File: src/design/bpfa_ram.sv
module bpfa_ram #(
   parameter int WIDTH = 64,
   parameter int DEPTH = 64
) (
   input  logic                     clock,
   input  logic                     wr_en,
   input  logic [$clog2(DEPTH)-1:0] wr_addr,
   input  logic [WIDTH-1:0]         wr_data,
   input  logic                     rd_en,
   input  logic [$clog2(DEPTH)-1:0] rd_addr,
   output logic [WIDTH-1:0]         rd_data
);

   logic [WIDTH-1:0] mem_ff [DEPTH];
   logic [WIDTH-1:0] rd_data_ff;

   always_ff @(posedge clock) begin
      if (wr_en) begin
         mem_ff[wr_addr] <= wr_data;
      end
      if (rd_en) begin
         rd_data_ff <= mem_ff[rd_addr];
      end
   end

   assign rd_data = rd_data_ff;

endmodule

File: config.mk
export PLATFORM = sky130hd
export DESIGN_NAME = bpfa_ram
export DESIGN_NICKNAME = d
export VERILOG_FILES = /design/src/design/bpfa_ram.sv
export SDC_FILE = /design/constraint.sdc
export NUM_CORES = 2
export LEC_CHECK = 0
export ABC_CLOCK_PERIOD_IN_PS = 10150
export BUFFER_PORTS_ARGS = -buffer_cell sky130_fd_sc_hd__buf_2
export CAP_MARGIN = 20
export CORE_ASPECT_RATIO = 1.25
export CORE_MARGIN = 10
export CORE_UTILIZATION = 25
export DETAILED_ROUTE_END_ITERATION = 8
export PLACE_DENSITY = 0.37
export REMOVE_ABC_BUFFERS = 1
export SLEW_MARGIN = 10
export SYNTH_ARGS = -nofsm -noshare
export SYNTH_HDL_FRONTEND = slang
export SYNTH_SLANG_ARGS = --single-unit
File: constraint.sdc
create_clock -name clock -period 10.15 [get_ports clock]
set_input_delay 0 -clock clock [delete_from_list [all_inputs] [get_ports clock]]
set_output_delay 0 -clock clock [all_outputs]
set_load 0.1 [all_outputs]
==> flow_summary_export.csv <==
group,metric,value,unit
global_route,wire_length_of_the_first_global_routing_pass,721000,microns
routing,drtAntennaViolNets,0,
status,outcome,"complete, no violations",
pwr,p_leak,56.1,nW
sta,report.final.slew_viol_count,0,
place,placed_cells_incl_taps,15000,
pwr,clockPowerShare,42.6,%
sta,final_hold_viol_count,0,
worst_setup_path,cp-end-kind,"flip-flop",
worst_setup_path,cp_common_cell,"sky130_fd_sc_hd__buf_4",
yosys,flop_and_latch_count_out_of_synthesis,4160,
clock_network,cts.sinks,4160,
clock_network,post_cts_resized,0,
clock_network,clockBufferDepth,4,
yosys,synth_top_cells_by_count,"sky130_fd_sc_hd__edfxtp_1, sky130_fd_sc_hd__mux4_2, sky130_fd_sc_hd__buf_2",
routing,post-route-drc-count,0,
pwr,power.share.combinational,5.2,%
sta,worst_clock_skew,0.0606,ns
yosys,post_synth.cell_area_avg,23.8,sq um
die,rows,325,
sta,report.final.setup_viol,0,
yosys,number_of_flops_mapped_to_enable_cells_by_yosys,4160,
cells_and_area,num-nets-final,7271,
worst_setup_path,timing.critical_path.buf_inv,5,
yosys,synthFlopType,"sky130_fd_sc_hd__edfxtp_1",
worst_setup_path,timing.critical_path.arrival,4.62,ns
cells_and_area,synthToLayoutAreaGrowth,17.7,%
yosys,async_flop_share,0,%
clock_network,clk_root_buffer_cell,"sky130_fd_sc_hd__clkbuf_16",
pwr,power_switching,8.13,mW
die,floorplan.die_area,0.660,sq mm
clock_network,cts-buffers-inserted,424,
routing,total_wire_length,535000,microns
sta,tightestPinTransition,1.22,ns
sta,timing.slew.headroom,18.7,%
sta,final_period_minus_worst_setup_slack,3.82,ns
routing,detail_route.first_pass.iterations,5,
worst_setup_path,cpLargestDelayFamily,"buffers and inverters",
worst_setup_path,cpMaxStageDelayCell,"sky130_fd_sc_hd__buf_4",
clock_network,path_clk_slew,0.06,ns
clock_network,cts_tree,"built",
routing,routedWlPerCell,33.6,microns
sta,rsz0062_at_grt,"no",
sta,period_share,37.6,%
clock_network,ctsHoldBuffers,77,
sta,fmax,262,MHz
pwr,switching_share,22.2,%
die,floorplan.initialDensity,25.1,%
flow_run,drv.max_cap_violation_count,0,
sta,setup_total_negative_slack,0,ns
clock_network,cts.htree.levels,5,
yosys,synthTopCellsByArea,"sky130_fd_sc_hd__edfxtp_1, sky130_fd_sc_hd__mux4_2, sky130_fd_sc_hd__mux2i_1",
die,core-area,0.626,sq mm
worst_setup_path,cp-start-kind,"input port",
die,io-pin-count,143,
worst_setup_path,worstSetupPathType,"in -> reg",
global_route,pin_count_of_the_biggest_net_entering_global_routing,97,
cells_and_area,layout.filler_cells,60800,
yosys,netlist_instances,6598,
pwr,power.share.sequential,52.2,%
global_route,first_global_vias,79800,
worst_setup_path,path_max_fanout,47,
die,die_width,729,microns
yosys,synth_seq_area_share,79.6,%
pwr,cellPowerDensity,198,mW/mm^2
global_route,grt_remaining_overflow,0,
yosys,synth_top_area_cell,"sky130_fd_sc_hd__edfxtp_1",
clock_network,clock_insertion_delay_worst_skew,1.01,ns
routing,vias_per_cell,4.73,
sta,post-route-worst-setup-slack,6.33,ns
clock_network,cts_post_setup_buffers_inserted,0,
cells_and_area,final_cell_count_without_fillers,15900,
place,routability_congestion_estimate_from_global_placement,0.705,
cells_and_area,fraction_of_final_layout_cells_with_drive_strength_greater_than_1,28.6,%
pwr,irDropWorstVdd,134,uV
die,dieHeight,906,microns
yosys,yosysUniqueCellTypes,32,
yosys,synth.cell_area,0.157,sq mm
worst_setup_path,critical_path_required,10.95,ns
routing,detail_route.iter0.violations,6935,
cells_and_area,final_core_utilization,29.5,%
place,portBuffers,142,
worst_setup_path,crit_chain,"dlygate4sd3_1, buf_8, buf_4, nor2b_4, buf_4, buf_4, a22oi_1, and3_1, a211oi_1",
routing,number_of_vias_in_the_routed_layout,75100,
yosys,synth_largest_type_area_fraction,79.6,%
place,detailedPlacementHpwl,281000,microns
worst_hold_path,timing.hold.worst.class,"in -> reg",
worst_setup_path,ff2ff_setup_slack,7.74,ns
pwr,cell_internal_pwr,28.5,mW
place,pre_cts_slack,5.87,ns
yosys,yosysMostFrequentCell,"sky130_fd_sc_hd__edfxtp_1",
global_route,antenna_found_initial,48,
worst_setup_path,cpPeakStageDelay,0.77,ns
yosys,synth.yosys.warnings,0,
global_route,track_usage,15.8,%
==> cell families (layout without fill, tap and decap cells) <==
| group | count (synthesis) | count (layout) | synth area share (%) |
|---|---|---|---|
| muxes | 1159 | 1159 | 15.6 |
| DFF | 4160 | 4160 | 79.6 |
| buffers and inverters | 389 | 1331 | 1.18 |
| AOI/OAI and AO/OA | 504 | 504 | 2.47 |
| other | 0 | 16 | 0 |
| and+or+nand+nor | 386 | 386 | 1.23 |
==> placed cells by master, fill, tap and decap left out, types with 4 or more instances in the layout <==
cell and n:
sky130_fd_sc_hd__a2bb2oi_1 19, sky130_fd_sc_hd__a41oi_1 26, sky130_fd_sc_hd__and3_1 64, sky130_fd_sc_hd__nand3_1 45, sky130_fd_sc_hd__inv_6 9, sky130_fd_sc_hd__buf_2 136, sky130_fd_sc_hd__a211oi_1 63, sky130_fd_sc_hd__buf_12 68
sky130_fd_sc_hd__clkinvlp_4 16, sky130_fd_sc_hd__o22ai_1 83, sky130_fd_sc_hd__clkinv_8 5, sky130_fd_sc_hd__nor2b_4 4, sky130_fd_sc_hd__nor2_4 65, sky130_fd_sc_hd__bufinv_16 42, sky130_fd_sc_hd__clkbuf_1 76, sky130_fd_sc_hd__edfxtp_1 4160
sky130_fd_sc_hd__nand2b_1 9, sky130_fd_sc_hd__mux2i_1 135, sky130_fd_sc_hd__a22o_1 88, sky130_fd_sc_hd__nor2_1 47, sky130_fd_sc_hd__clkinv_4 4, sky130_fd_sc_hd__o221ai_1 38, sky130_fd_sc_hd__nor2b_1 24, sky130_fd_sc_hd__or2_2 28
sky130_fd_sc_hd__clkinv_16 4, sky130_fd_sc_hd__buf_16 4, sky130_fd_sc_hd__a22oi_1 168, sky130_fd_sc_hd__or3_1 29, sky130_fd_sc_hd__a31oi_1 18, sky130_fd_sc_hd__dlygate4sd3_1 102, sky130_fd_sc_hd__mux4_2 1024, sky130_fd_sc_hd__inv_1 19
sky130_fd_sc_hd__clkinv_1 108, sky130_fd_sc_hd__clkinv_2 79, sky130_fd_sc_hd__buf_4 225, sky130_fd_sc_hd__diode_2 16, sky130_fd_sc_hd__nand2_1 55, sky130_fd_sc_hd__clkbuf_16 430
==> power groups by stage <==
stage	clock network, mW	logic [mW]	registers (mW)
after global routing	16.7	2.05	19.1
final	15.6	1.92	19.1
after floorplan	0	0.693	19.6
after CTS	16.1	1.94	19.1
after global placement	0	1.89	19.5
after detailed placement	0	1.91	19.5
==> routing by layer <==
metal / share of wire (%) / routed length [microns] / GRT usage (%)
met1: 41 / 221000 / 20.3
met2: 52 / 277000 / 28.2
met3: 4.8 / 25700 / 2.24
met4: 2.1 / 11400 / 3.23
met5: 0.0086 / 46 / 0
==> through the flow <==
step / total power [mW] / cell area (sq um) / hold WS (ns)
floorplan: 20.3 / 155000 / 0.0989
global placement: 21.4 / 169000 / 0.591
detailed placement: 21.4 / 169000 / 0.593
CTS: 37.1 / 184000 / 0.0341
global route: 37.9 / 185000 / 0.000834
finish: 36.6 / 185000 / 0.0109
==> final cells by class <==
type	count	area (sq um)	share of cell area, %
sequential	4160	125000	67.6
multi-input combinational	2049	30800	16.7
clock buffer	506	11000	5.98
tap	8338	10400	5.65
timing repair buffer	538	4900	2.65
clock inverter	268	2520	1.36
inverter	19	71.3	0.0386
antenna	16	40.0	0.0217
==> worst paths after layout <==
kind | from | to | cells after the start
max | rd_addr[2] | rd_data[38] | 9
min | wr_data[14] | mem_ff[12][14] | 2
max reg2reg | mem_ff[54][31] | rd_data[31] | 5
min reg2reg | mem_ff[44][10] | rd_data[10] | 4
==> flip-flops by register name, summed over array words and instances, names as in the netlist <==
signal,count
rd_data,64
mem_ff,4096
Power figures use the tool's default switching activity.
