File: src/design/bpfa_pkg.sv
package bpfa_pkg;

   localparam int NUM_PAGES  = 4096;
   localparam int WORD_BITS  = 64;
   localparam int NUM_WORDS  = (NUM_PAGES + WORD_BITS - 1) / WORD_BITS;
   localparam int WORD_IDX_W = $clog2(NUM_WORDS);
   localparam int BIT_IDX_W  = $clog2(WORD_BITS);
   localparam int BIT_CNT_W  = BIT_IDX_W + 1;
   localparam int WIN_LEVELS = BIT_IDX_W + 1;
   localparam int PAGE_W     = 12;
   localparam int COUNT_W    = 13;

   localparam logic [COUNT_W-1:0] PAGE_LIMIT_RESET = COUNT_W'(4096);

   localparam logic [1:0] ACT_MARK_USED = 2'd0;
   localparam logic [1:0] ACT_MARK_FREE = 2'd1;
   localparam logic [1:0] ACT_ALLOC     = 2'd2;

   typedef struct packed {
      logic [1:0]         action;
      logic [PAGE_W-1:0]  start_page;
      logic [COUNT_W-1:0] page_count;
   } req_type;

   typedef struct packed {
      logic              ok;
      logic [PAGE_W-1:0] found_page;
   } rsp_type;

   typedef struct packed {
      logic [COUNT_W-1:0]    count;
      logic [WORD_IDX_W-1:0] last_word;
      logic [BIT_IDX_W-1:0]  last_bit;
   } scan_cfg_type;

   typedef struct packed {
      logic                  done;
      logic                  hit;
      logic [WORD_IDX_W-1:0] index;
      logic [PAGE_W-1:0]     start;
   } scan_status_type;

endpackage

File: src/design/bpfa_scan.sv
module bpfa_scan (
   input  logic                                clock,
   input  logic                                reset,
   input  logic                                flush,
   input  logic                                in_valid,
   input  logic [bpfa_pkg::WORD_IDX_W-1:0]     in_index,
   input  logic [bpfa_pkg::WORD_BITS-1:0]      in_word,
   input  bpfa_pkg::scan_cfg_type              cfg,
   output bpfa_pkg::scan_status_type           status
);

   logic [bpfa_pkg::WORD_BITS-1:0]  used_word;
   logic [bpfa_pkg::WORD_BITS-1:0]  high_mask;
   logic [bpfa_pkg::WORD_BITS-1:0]  win [bpfa_pkg::WIN_LEVELS];
   logic [bpfa_pkg::BIT_CNT_W-1:0]  low_free;
   logic [bpfa_pkg::BIT_CNT_W-1:0]  high_free;

   logic                            s1_v_ff;
   logic [bpfa_pkg::WORD_IDX_W-1:0] s1_idx_ff;
   logic [bpfa_pkg::WORD_BITS-1:0]  s1_win_ff [bpfa_pkg::WIN_LEVELS];
   logic [bpfa_pkg::BIT_CNT_W-1:0]  s1_lz_ff;
   logic [bpfa_pkg::BIT_CNT_W-1:0]  s1_hz_ff;

   logic [bpfa_pkg::WORD_BITS-1:0]  busy_win;
   logic [bpfa_pkg::WORD_BITS-1:0]  geq_mask;
   logic [bpfa_pkg::WORD_BITS-1:0]  hit_vec;
   logic [bpfa_pkg::BIT_IDX_W-1:0]  count_m1;

   logic                            s2_v_ff;
   logic [bpfa_pkg::WORD_IDX_W-1:0] s2_idx_ff;
   logic [bpfa_pkg::WORD_BITS-1:0]  s2_hit_ff;
   logic [bpfa_pkg::BIT_CNT_W-1:0]  s2_lz_ff;
   logic [bpfa_pkg::BIT_CNT_W-1:0]  s2_hz_ff;

   logic [bpfa_pkg::COUNT_W-1:0]    run_ff;
   logic [bpfa_pkg::COUNT_W-1:0]    run_in;
   logic [bpfa_pkg::COUNT_W:0]      sum_a;
   logic                            a_hit;
   logic                            b_any;
   logic [bpfa_pkg::BIT_IDX_W-1:0]  b_pos;
   logic [bpfa_pkg::COUNT_W-1:0]    word_base;
   logic [bpfa_pkg::COUNT_W-1:0]    start_a;
   logic [bpfa_pkg::COUNT_W-1:0]    start_b;

   // Pages at or above the limit in the last word count as used.
   always_comb begin
      high_mask = ~({bpfa_pkg::WORD_BITS{1'b1}} >>
                    (bpfa_pkg::BIT_IDX_W'(bpfa_pkg::WORD_BITS - 1) - cfg.last_bit));
      used_word = in_word | ((in_index == cfg.last_word) ? high_mask : '0);
      win[0] = used_word;
      for (int k = 1; k < bpfa_pkg::WIN_LEVELS; k++) begin
         win[k] = win[k-1] | (win[k-1] << (1 << (k - 1)));
      end
      low_free = bpfa_pkg::BIT_CNT_W'(bpfa_pkg::WORD_BITS);
      for (int i = bpfa_pkg::WORD_BITS - 1; i >= 0; i--) begin
         if (used_word[i]) begin
            low_free = bpfa_pkg::BIT_CNT_W'(i);
         end
      end
      high_free = bpfa_pkg::BIT_CNT_W'(bpfa_pkg::WORD_BITS);
      for (int i = 0; i < bpfa_pkg::WORD_BITS; i++) begin
         if (used_word[i]) begin
            high_free = bpfa_pkg::BIT_CNT_W'(bpfa_pkg::WORD_BITS - 1 - i);
         end
      end
   end

   always_ff @(posedge clock) begin
      if (reset || flush) begin
         s1_v_ff <= 1'b0;
      end else begin
         s1_v_ff <= in_valid;
      end
      s1_idx_ff <= in_index;
      s1_win_ff <= win;
      s1_lz_ff  <= low_free;
      s1_hz_ff  <= high_free;
   end

   // A used page anywhere in the count pages ending at a bit blocks that bit.
   always_comb begin
      logic [bpfa_pkg::BIT_CNT_W-1:0] shift;
      busy_win = '0;
      shift    = '0;
      for (int k = 0; k < bpfa_pkg::WIN_LEVELS; k++) begin
         if (cfg.count[k]) begin
            busy_win = busy_win | (s1_win_ff[k] << shift);
            shift    = shift + bpfa_pkg::BIT_CNT_W'(1 << k);
         end
      end
      count_m1 = bpfa_pkg::BIT_IDX_W'(cfg.count - 1'b1);
      geq_mask = {bpfa_pkg::WORD_BITS{1'b1}} << count_m1;
      if (cfg.count <= bpfa_pkg::COUNT_W'(bpfa_pkg::WORD_BITS)) begin
         hit_vec = ~busy_win & geq_mask;
      end else begin
         hit_vec = '0;
      end
   end

   always_ff @(posedge clock) begin
      if (reset || flush) begin
         s2_v_ff <= 1'b0;
      end else begin
         s2_v_ff <= s1_v_ff;
      end
      s2_idx_ff <= s1_idx_ff;
      s2_hit_ff <= hit_vec;
      s2_lz_ff  <= s1_lz_ff;
      s2_hz_ff  <= s1_hz_ff;
   end

   always_comb begin
      sum_a     = {1'b0, run_ff} + (bpfa_pkg::COUNT_W + 1)'(s2_lz_ff);
      a_hit     = sum_a >= {1'b0, cfg.count};
      b_any     = |s2_hit_ff;
      b_pos     = '0;
      for (int i = bpfa_pkg::WORD_BITS - 1; i >= 0; i--) begin
         if (s2_hit_ff[i]) begin
            b_pos = bpfa_pkg::BIT_IDX_W'(i);
         end
      end
      word_base = bpfa_pkg::COUNT_W'({s2_idx_ff, bpfa_pkg::BIT_IDX_W'(0)});
      start_a   = word_base - run_ff;
      start_b   = word_base + bpfa_pkg::COUNT_W'(b_pos) + 1'b1 - cfg.count;
      if (s2_lz_ff == bpfa_pkg::BIT_CNT_W'(bpfa_pkg::WORD_BITS)) begin
         run_in = run_ff + bpfa_pkg::COUNT_W'(bpfa_pkg::WORD_BITS);
      end else begin
         run_in = bpfa_pkg::COUNT_W'(s2_hz_ff);
      end
      status.done  = s2_v_ff;
      status.hit   = s2_v_ff && (a_hit || b_any);
      status.index = s2_idx_ff;
      status.start = a_hit ? start_a[bpfa_pkg::PAGE_W-1:0] : start_b[bpfa_pkg::PAGE_W-1:0];
   end

   always_ff @(posedge clock) begin
      if (reset || flush) begin
         run_ff <= '0;
      end else if (s2_v_ff) begin
         run_ff <= run_in;
      end
   end

endmodule

File: config.mk
export PLATFORM = sky130hd
export DESIGN_NAME = bpfa_scan
export DESIGN_NICKNAME = d
export VERILOG_FILES = /design/src/design/bpfa_pkg.sv /design/src/design/bpfa_scan.sv
export SDC_FILE = /design/constraint.sdc
export NUM_CORES = 2
export LEC_CHECK = 0
export BUFFER_PORTS_ARGS = -buffer_cell sky130_fd_sc_hd__buf_2
export CORE_MARGIN = 3
export CORE_UTILIZATION = 33
export DETAILED_ROUTE_END_ITERATION = 7
export MAX_ROUTING_LAYER = met4
export PLACE_DENSITY = 0.53
export SLEW_MARGIN = 20
export SYNTH_ARGS = -nofsm -noshare
export SYNTH_HDL_FRONTEND = slang
export SYNTH_SLANG_ARGS = --single-unit
File: constraint.sdc
create_clock -name clock -period 6.5 [get_ports clock]
set_input_delay 0.65 -clock clock [delete_from_list [all_inputs] [get_ports clock]]
set_output_delay 0.65 -clock clock [all_outputs]
set_load 0.01 [all_outputs]
==> results.cfg <==
[run_status]
status = completed

[global_route]
antenna_found_initial = 13
grt_remaining_overflow = 0
grt_usage = 0.318
grt_first_pass_wirelength_um = 213000
grt_pass1_vias = 28862
grt_start_max_net_pins = 169

[pwr]
power.total_uw = 7680
p_leak_uw = 0.0129
peakVddDrop_mv = 0.222
power.density_mw_per_mm2 = 226

[yosys]
yosysSeqAreaShare = 0.336
synth_warnings = 0
synth_top_area_share = 0.336
yosysTopAreaCell = dfxtp_1
syn_area_sq_mm = 0.0301
synth_cell_types = 79
ys.flop_type = dfxtp_1
synth_seq_cells = 504
async_flop_share = 0
synth_most_common_cell = nand2_1
synthCells = 3717
syn-num-nets = 3871
synthTopCellsByCount = nand2_1, dfxtp_1, nor2_1
syn_area_per_cell_sq_um = 8.08
synth-edff-count = 0
synth.top_cells.by_area = dfxtp_1, mux2i_1, nand2_1

[job]
max-cap-violations = 0

[detailed_routing]
wl_per_cell_um = 30.5
vias_per_cell = 6.15
met1_length_um = 62800
topRoutingLayerUsed = met4
num_vias = 30509
wl_met2_um = 65200
drt_iter0_drc = 4149
drt_wl_total_um = 151000
dr_wl_met3_um = 16900
drc_errors = 0
firstDrtPassIters = 6
ant_nets = 0

[sta]
min_period_ns = 6.14
final-setup-viol-count = 0
tightest_slew_ns = 1.30
min_period_over_period = 0.944
hold_violations = 0
clock.fmax_mhz = 163
tns_ns = 0
fin_skew_ns = 0.0455
final-max-slew-violation-count = 0
relSlewSlack = 0.136

[worst_setup_path]
reg2reg_slack_ns = 2.57
crit_fanout = 4
critPathRequiredTime_ns = 5.85
path_class = register to output pin
cp.arrival_ns = 5.49
r2r-end = s2_hit_ff[31]
r2r_cells = 9
endpoint_kind = output pin
crit_path_start = s2_hit_ff[59]
worstSetupStartpointType = register
r2r-start = s1_win_ff[0]

[clock_network]
cts_tree = built
clockBufferDepth = 3
clk_pin_slew_worst_paths_ns = 0.07
cts_htree_levels = 2
clock_latency_ns = 0.64
cts_sinks = 504
clockRootBuffer = clkbuf_16
cts-buffers-inserted = 54
hold_buffers = 0

[finish]
nets = 3887
area_growth_pct = 12.8
finalNonFillerCells = 4964
drive_above_1_share = 0.139
nFillCells = 9533

[worst_hold_path]
holdPathEnd = s1_idx_ff[5]
hold_class = input pin to register
worstHoldPathCells = 1
hold_start = in_index[5]

[floorplanning]
die-area_sq_mm = 0.0947
die-width_um = 308
coreArea_sq_mm = 0.0901
die_h_um = 308
initial_core_util = 0.333
io_pins = 119
rows = 110

[placed_design]
place_congestion = 1.06
io_buffers = 118
dp.cells = 4852
dp_hpwl_um = 119000
-- cells in the final DEF (no fill, tap or decap), drive strengths merged, types with 24 or more instances in the layout --
master and n:
nand3 95, a31oi 70, mux4 76, clkbuf 75
or3 26, a211oi 81, or2 38, o21ai 265
inv 221, nor2 291, nor3 41, o211ai 51
ha 53, xnor2 38, dfxtp 504, and2 25
nand2 555, nor2b 32, a221oi 53, a21oi 286
nand4 33, buf 206, nand2b 25, mux2i 233
nor4 24, mux2 84
-- state kept, by name, summed over array words and instances (netlist names) --
signal / count
s2_v_ff: 1
run_ff: 13
s2_idx_ff: 6
s2_hz_ff: 7
s1_win_ff: 385
s1_v_ff: 1
s2_hit_ff: 64
s1_idx_ff: 6
s2_lz_ff: 7
s1_lz_ff: 7
s1_hz_ff: 7
-- critical path, stage by stage (launching register included) --
cell,delay [ns]
dfxtp_1,0.34
nor2_4,0.14
o31ai_1,0.09
a211oi_1,0.25
o31ai_1,0.10
a211oi_1,0.26
nor3_1,0.09
o311ai_2,0.31
a21oi_2,0.12
o41ai_4,0.48
ha_1,0.30
inv_1,0.05
ha_1,0.15
inv_1,0.06
fa_1,0.45
nor2b_1,0.11
o21ai_0,0.11
a21boi_1,0.16
o21ai_1,0.12
a21oi_2,0.23
nor4_1,0.08
or3_1,0.38
mux2i_2,0.20
xnor2_1,0.14
buf_2,0.15
-- stage by stage --
step / hold slack (ns) / util / area (sq um) / setup slack (ns)
after floorplan: 0.310 / - / 30100 / 1.24
after global placement: 0.311 / 0.354 / 31900 / 0.320
after detailed placement: 0.312 / 0.354 / 31900 / 0.314
after CTS: 0.136 / 0.376 / 33900 / 0.0182
after global routing: 0.143 / 0.376 / 33900 / -0.00113
final: 0.156 / 0.376 / 33900 / 0.365
-- cell families (layout without fill, tap and decap cells) --
family | after synthesis | in the layout | synth area share
compound gates | 1035 | 1035 | 0.221
xor+xnor | 46 | 46 | 0.0134
fa+ha+maj | 55 | 55 | 0.0234
buf+inv | 467 | 529 | 0.0609
flops | 504 | 504 | 0.336
mux | 393 | 393 | 0.166
other cells | 0 | 9 | 0
simple gates | 1217 | 1217 | 0.180
-- final cells by class --
type | instances | area (sq um) | share of cell area
antenna | 9 | 22.5 | 0.000664
clock buffer | 74 | 1540 | 0.0453
clock inverter | 28 | 360 | 0.0106
inverter | 220 | 836 | 0.0246
multi-input combinational | 2746 | 18200 | 0.537
sequential | 504 | 10100 | 0.298
tap | 1176 | 1470 | 0.0434
timing repair buffer | 207 | 1390 | 0.0411
-- metal layers --
| metal | up-vias | track usage |
|---|---|---|
| li1 | 13481 | - |
| met1 | 14932 | 0.416 |
| met2 | 1778 | 0.471 |
| met3 | 318 | 0.0860 |
| met4 | 0 | 0.116 |
| met5 | - | - |
-- worst max path at each step --
stage | to | slack [ns] | cells after the start
2_1_floorplan | status[11] | 1.24 | 21
3_3_place_gp | status[11] | 0.32 | 24
3_5_place_dp | status[11] | 0.31 | 24
4_1_cts | status[11] | 0.02 | 24
5_1_grt | status[11] | -0.001 | 24
6_report | status[11] | 0.36 | 24
-- power breakdown --
| group | total [uW] | internal (uW) | leakage (uW) | switching [uW] |
|---|---|---|---|---|
| clock network | 3330 | 1940 | 0.000920 | 1390 |
| logic | 1140 | 343 | 0.00784 | 796 |
| registers | 3200 | 3160 | 0.00413 | 45.8 |
-- what timing repair did --
action / CTS / global route
buffers inserted: 0 / 1
gates resized for setup: 2 / 9
pin swaps: 0 / 3
setup endpoints to repair: 1 / 1
No activity file was read; power rests on OpenSTA's default activity.
